$ cat config.mk
export PLATFORM = sky130hd
export DESIGN_NAME = dat_cell
export DESIGN_NICKNAME = d
export VERILOG_FILES = /design/src/rtl/device_address_table_macros.svh /design/src/rtl/dat_pkg.sv /design/src/rtl/dat_cell.sv
export SDC_FILE = /design/constraint.sdc
export NUM_CORES = 1
export LEC_CHECK = 0
export BUFFER_PORTS_ARGS = -buffer_cell sky130_fd_sc_hd__buf_2
export CAP_MARGIN = 5
export CORE_AREA = 3 3 247 249
export DETAILED_ROUTE_END_ITERATION = 6
export DIE_AREA = 0 0 250 252
export PLACE_DENSITY = 0.47
export SYNTH_ARGS = -nofsm -noshare
export SYNTH_HDL_FRONTEND = slang
export SYNTH_SLANG_ARGS = --single-unit
$ cat constraint.sdc
create_clock -name clk_i -period 14.2 [get_ports clk_i]
set_clock_uncertainty 0.15 [all_clocks]
set_input_delay 0.71 -clock clk_i [delete_from_list [all_inputs] [get_ports clk_i]]
set_output_delay 0.71 -clock clk_i [all_outputs]
set_load 0.005 [all_outputs]
$ cat src/rtl/device_address_table_macros.svh
// ---------------------------------------------------------------------------
// Device address table assertion macros
// Shared concurrent assertion forms, clocked on clk_i and reset by rst_ni.
// ---------------------------------------------------------------------------
`ifndef DEVICE_ADDRESS_TABLE_MACROS_SVH
`define DEVICE_ADDRESS_TABLE_MACROS_SVH

`ifndef ASSERT_OFF
`define DAT_ASSERT(lbl, prop) \
  lbl: assert property (@(posedge clk_i) disable iff (!rst_ni) (prop)) \
    else $error("device address table assertion failed");
`define DAT_ASSERT_NEXT(lbl, pre, post) \
  lbl: assert property (@(posedge clk_i) disable iff (!rst_ni) (pre) |=> (post)) \
    else $error("device address table assertion failed");
`else
`define DAT_ASSERT(lbl, prop)
`define DAT_ASSERT_NEXT(lbl, pre, post)
`endif

`endif

$ cat src/rtl/dat_pkg.sv
`timescale 1ns / 1ps
// ---------------------------------------------------------------------------
// Device address table package
// Word types, search token, commit command and status codes.
// ---------------------------------------------------------------------------
package dat_pkg;

  localparam logic [15:0] FamilyReset = 16'h02FF;

  localparam logic [1:0] ReqAdd    = 2'd0;
  localparam logic [1:0] ReqRemove = 2'd1;
  localparam logic [1:0] ReqFetch  = 2'd2;

  localparam logic [1:0] StOk       = 2'd0;
  localparam logic [1:0] StPresent  = 2'd1;
  localparam logic [1:0] StFull     = 2'd2;
  localparam logic [1:0] StNotFound = 2'd3;

  typedef struct packed {
    logic [1:0]  req_type;
    logic [47:0] device_address;
    logic [63:0] ident_high;
    logic [63:0] ident_low;
  } req_t;

  typedef struct packed {
    logic [1:0]  status;
    logic [4:0]  device_count;
    logic [47:0] found_address;
    logic [63:0] found_ident_high;
    logic [63:0] found_ident_low;
  } rsp_t;

  typedef struct packed {
    logic        active;
    logic [47:0] addr;
    logic        match;
    logic        free;
    logic        fam;
    logic [47:0] fam_addr;
    logic [63:0] fam_ih;
    logic [63:0] fam_il;
  } token_t;

  typedef struct packed {
    logic        ins;
    logic        rem;
    logic        family;
    logic [47:0] addr;
    logic [63:0] ih;
    logic [63:0] il;
  } cmd_t;

endpackage

$ cat src/rtl/dat_cell.sv
`timescale 1ns / 1ps
// ---------------------------------------------------------------------------
// Device address table cell
// Holds one entry, updates the passing search token and applies commits.
// ---------------------------------------------------------------------------
module dat_cell (
  input  logic            clk_i,
  input  logic            rst_ni,
  input  dat_pkg::token_t tok_i,
  input  dat_pkg::cmd_t   cmd_i,
  output dat_pkg::token_t tok_o
);
  import dat_pkg::*;

  logic        valid_q;
  logic        family_q;
  logic [47:0] addr_q;
  logic [63:0] ih_q;
  logic [63:0] il_q;
  logic        hit_q, hit_d;
  logic        ins_q, ins_d;
  logic        fam_here;
  token_t      tok_q, tok_d;

  always_comb begin
    hit_d    = tok_i.active && valid_q && (addr_q == tok_i.addr) && !tok_i.match;
    ins_d    = tok_i.active && !valid_q && !tok_i.free;
    fam_here = tok_i.active && valid_q && family_q && !tok_i.fam;
    tok_d       = tok_i;
    tok_d.match = tok_i.match || (valid_q && (addr_q == tok_i.addr));
    tok_d.free  = tok_i.free || !valid_q;
    tok_d.fam   = tok_i.fam || (valid_q && family_q);
    if (fam_here) begin
      tok_d.fam_addr = addr_q;
      tok_d.fam_ih   = ih_q;
      tok_d.fam_il   = il_q;
    end
  end

  always_ff @(posedge clk_i or negedge rst_ni) begin
    if (!rst_ni) begin
      valid_q  <= 1'b0;
      family_q <= 1'b0;
      hit_q    <= 1'b0;
      ins_q    <= 1'b0;
      tok_q    <= '0;
    end else begin
      tok_q <= tok_d;
      if (tok_i.active) begin
        hit_q <= hit_d;
        ins_q <= ins_d;
      end
      if (cmd_i.ins && ins_q) begin
        valid_q  <= 1'b1;
        family_q <= cmd_i.family;
      end else if (cmd_i.rem && hit_q) begin
        valid_q <= 1'b0;
      end
    end
  end

  always_ff @(posedge clk_i) begin
    if (cmd_i.ins && ins_q) begin
      addr_q <= cmd_i.addr;
      ih_q   <= cmd_i.ih;
      il_q   <= cmd_i.il;
    end
  end

  assign tok_o = tok_q;

endmodule

==> summary.txt <==
Status
  – Run status: finished, final reports clean

Yosys
  – Syn Area/Cell: 21.2 sq um
  – Synth top area cells: dfrtp_1 (40%), edfxtp_1 (37%), mux2_4 (15%)
  – Yosys cell types: 21
  – Synth area leader: dfrtp_1
  – Syn_nets: 1089
  – Sequential fraction of the synthesis area: 0.770
  – Synth warnings: 0
  – Number of synthesized register bits: around 410
  – Gate Count Post-Synth: 680
  – Mapped Area: 0.0144 sq mm
  – Top-area cell type share of the netlist area: 0.403

Drt
  – DR vias/cell: 3.89
  – DRT antenna net count: 0
  – WL per Instance: 20.2 um
  – Detailed Routing Iterations Pass 1: 4
  – DRT iter0 DRCs: ~350
  – Remaining DRCs: 0
  – Via count: 8418
  – Final wirelength: 43.7 mm

STA
  – Crit share post-route: 0.255
  – Worst slew pin tran: 1.01 ns
  – Final hold vios: 0
  – RSZ-0062 raised after global routing: no
  – Setup TNS: 0 ns
  – Highest clock rate: about 280 MHz
  – Max_slew headroom: 0.324
  – Setup-failing EPs final: 0
  – Final setup margin: 10.58 ns
  – Period minus WS final: 3.62 ns
  – Final max-slew violation count: 0

Setup path
  – Critical Path Fanout Max: 58
  – Critical Path AT: 3.90 ns
  – Critical Path RT: 14.48 ns
  – Type of the worst setup path: register to register
  – Crit end category: register
  – Startpoint types: register

Finish
  – Commonest non-fill, non-tap cell in the layout: buf_2
  – Final non-filler cell total: 2162
  – Most frequent cells in the layout: buf_2 (635), dfrtp_1 (232), edfxtp_1 (176)
  – Layout cell share with drive strength beyond 1: 0.641
  – Final net count: 1761
  – Final Cell Area: ~0.020 sq mm
  – Area growth, synth to finish: 38.0%
  – Post-layout util: 0.338

Clock network
  – CTS tree: built
  – Post-cts sizing count: 0
  – CTS root buf: clkbuf_16
  – Buffer levels on the longest clock path: 3
  – Postcts setup bufs: 0
  – # H-tree levels: 2
  – CTS Buf Count: 45
  – Worst-skew pair later-pin latency: roughly 0.55 ns
  – Clk sink count: 408
  – Hold_buf cts: 0
  – CTS clk-pin slew, worst paths: 0.06 ns

Place
  – Placed Instances: between 2k and 2.5k
  – Post-place instance area: 0.0185 sq mm
  – HPWL Detailed: around 33 mm
  – # port buffers: 636
  – Setup WS pre-CTS: 10.22 ns
  – Final Wtd Congestion: 0.768

GRT
  – Largest net degree at the start of global routing: 134
  – GRT overflow: 0
  – First-pass GRT wire length: between 60 and 70 mm
  – Initial antenna violation count: 12
  – Vias in the first global route: 9181
  – Global Route Usage Sum: 0.133

Power
  – PD cells: 143 mW/mm^2
  – IR drop worst, VDD: 0.0776 mV
  – Static Leakage: 9.28 nW

Floorplanning
  – Row count: 89
  – Core Area: about 0.06 sq mm
  – Die width: 250 um
  – IO Pins: 637
  – Effective utilization at floorplan: 0.245
  – Die H: 252 um
  – Die area: 0.0630 sq mm

Flow run
  – Max Cap Violations: 0

Worst hold path
  – Hold WC Path Type: primary input to asynchronous set/reset pin
-- state kept, by name (all words and copies together) (netlist names) --
name      cells
valid_q       1
il_q         64
ins_q         1
family_q      1
hit_q         1
ih_q         64
tok_o       228
addr_q       48
-- where the power goes --
group          switching (W)  leakage (nW)  internal, W  total (W)
clock network       0.000466         0.699     0.000660    0.00113
logic               0.000160          4.28     0.000196   0.000357
registers          0.0000291          4.30      0.00133    0.00136
-- final timing paths --
check	from	endpoint	slack (ns)	cells past startpoint
min reg2reg	ih_q[33]	tok_o[97]	0.32	1
min	rst_ni	tok_o[108]	0.02	1
min in group clk_i	tok_i[200]	tok_o[200]	0.14	1
max in group asynchronous	rst_ni	tok_o[17]	12.54	2
max reg2reg	valid_q	tok_o[104]	10.58	5
max	valid_q	tok_o[104]	10.58	5
-- critical path: stages, from the launching register on --
cell	delay, ns
dfrtp_1	0.48
nand4b_4	0.12
buf_4	0.76
buf_4	0.85
buf_4	0.63
mux2_4	0.35
-- metal layers --
layer  GRT usage  up-vias  part of all wire
met5           0        -            0.0019
met2       0.231      364              0.51
met3      0.0536       69             0.089
met4      0.0364       12             0.022
li1            -     3822                 -
met1       0.154     4151              0.38
-- cells in the mapped netlist, drive strengths merged --
library cell  instances
dfrtp               232
mux2                177
edfxtp              176
xor2                 48
buf                  19
nor4                 12
a21o                  2
nand2                 2
nand4                 2
a31o                  1
a32o                  1
and2                  1
and4                  1
inv                   1
nand2b                1
nand4b                1
nor2                  1
nor3b                 1
o31ai                 1
-- cell families after synthesis --
family / Yosys count / share of synthesized area
buffers and inverters: 20 / 0.0138
and+or+nand+nor: 22 / 0.00990
DFF: 408 / 0.770
AOI/OAI and AO/OA: 5 / 0.00286
muxes: 177 / 0.175
xor gates and xnor gates: 48 / 0.0292
-- metrics by stage --
| step | total power [W] | hold slack (ns) |
|---|---|---|
| 2_1_floorplan | 0.00156 | 0.264 |
| 3_3_place_gp | 0.00174 | 0.307 |
| 3_5_place_dp | 0.00175 | 0.314 |
| 4_1_cts | 0.00289 | 0.0429 |
| 5_1_grt | 0.00296 | 0.0451 |
| 6_report | 0.00284 | 0.0230 |
-- layout make-up --
cell class | instances | area (sq um)
diodes | 3 | 7.51
repair buffers | 644 | 3270
clock inverters | 9 | 51.3
fillers | 5801 | 39000
well taps | 773 | 967
inverters | 1 | 3.75
flip-flops and latches | 408 | 11100
multi-input cells | 252 | 3130
clock buffers | 72 | 1370
No activity file was read; power rests on OpenSTA's default activity.
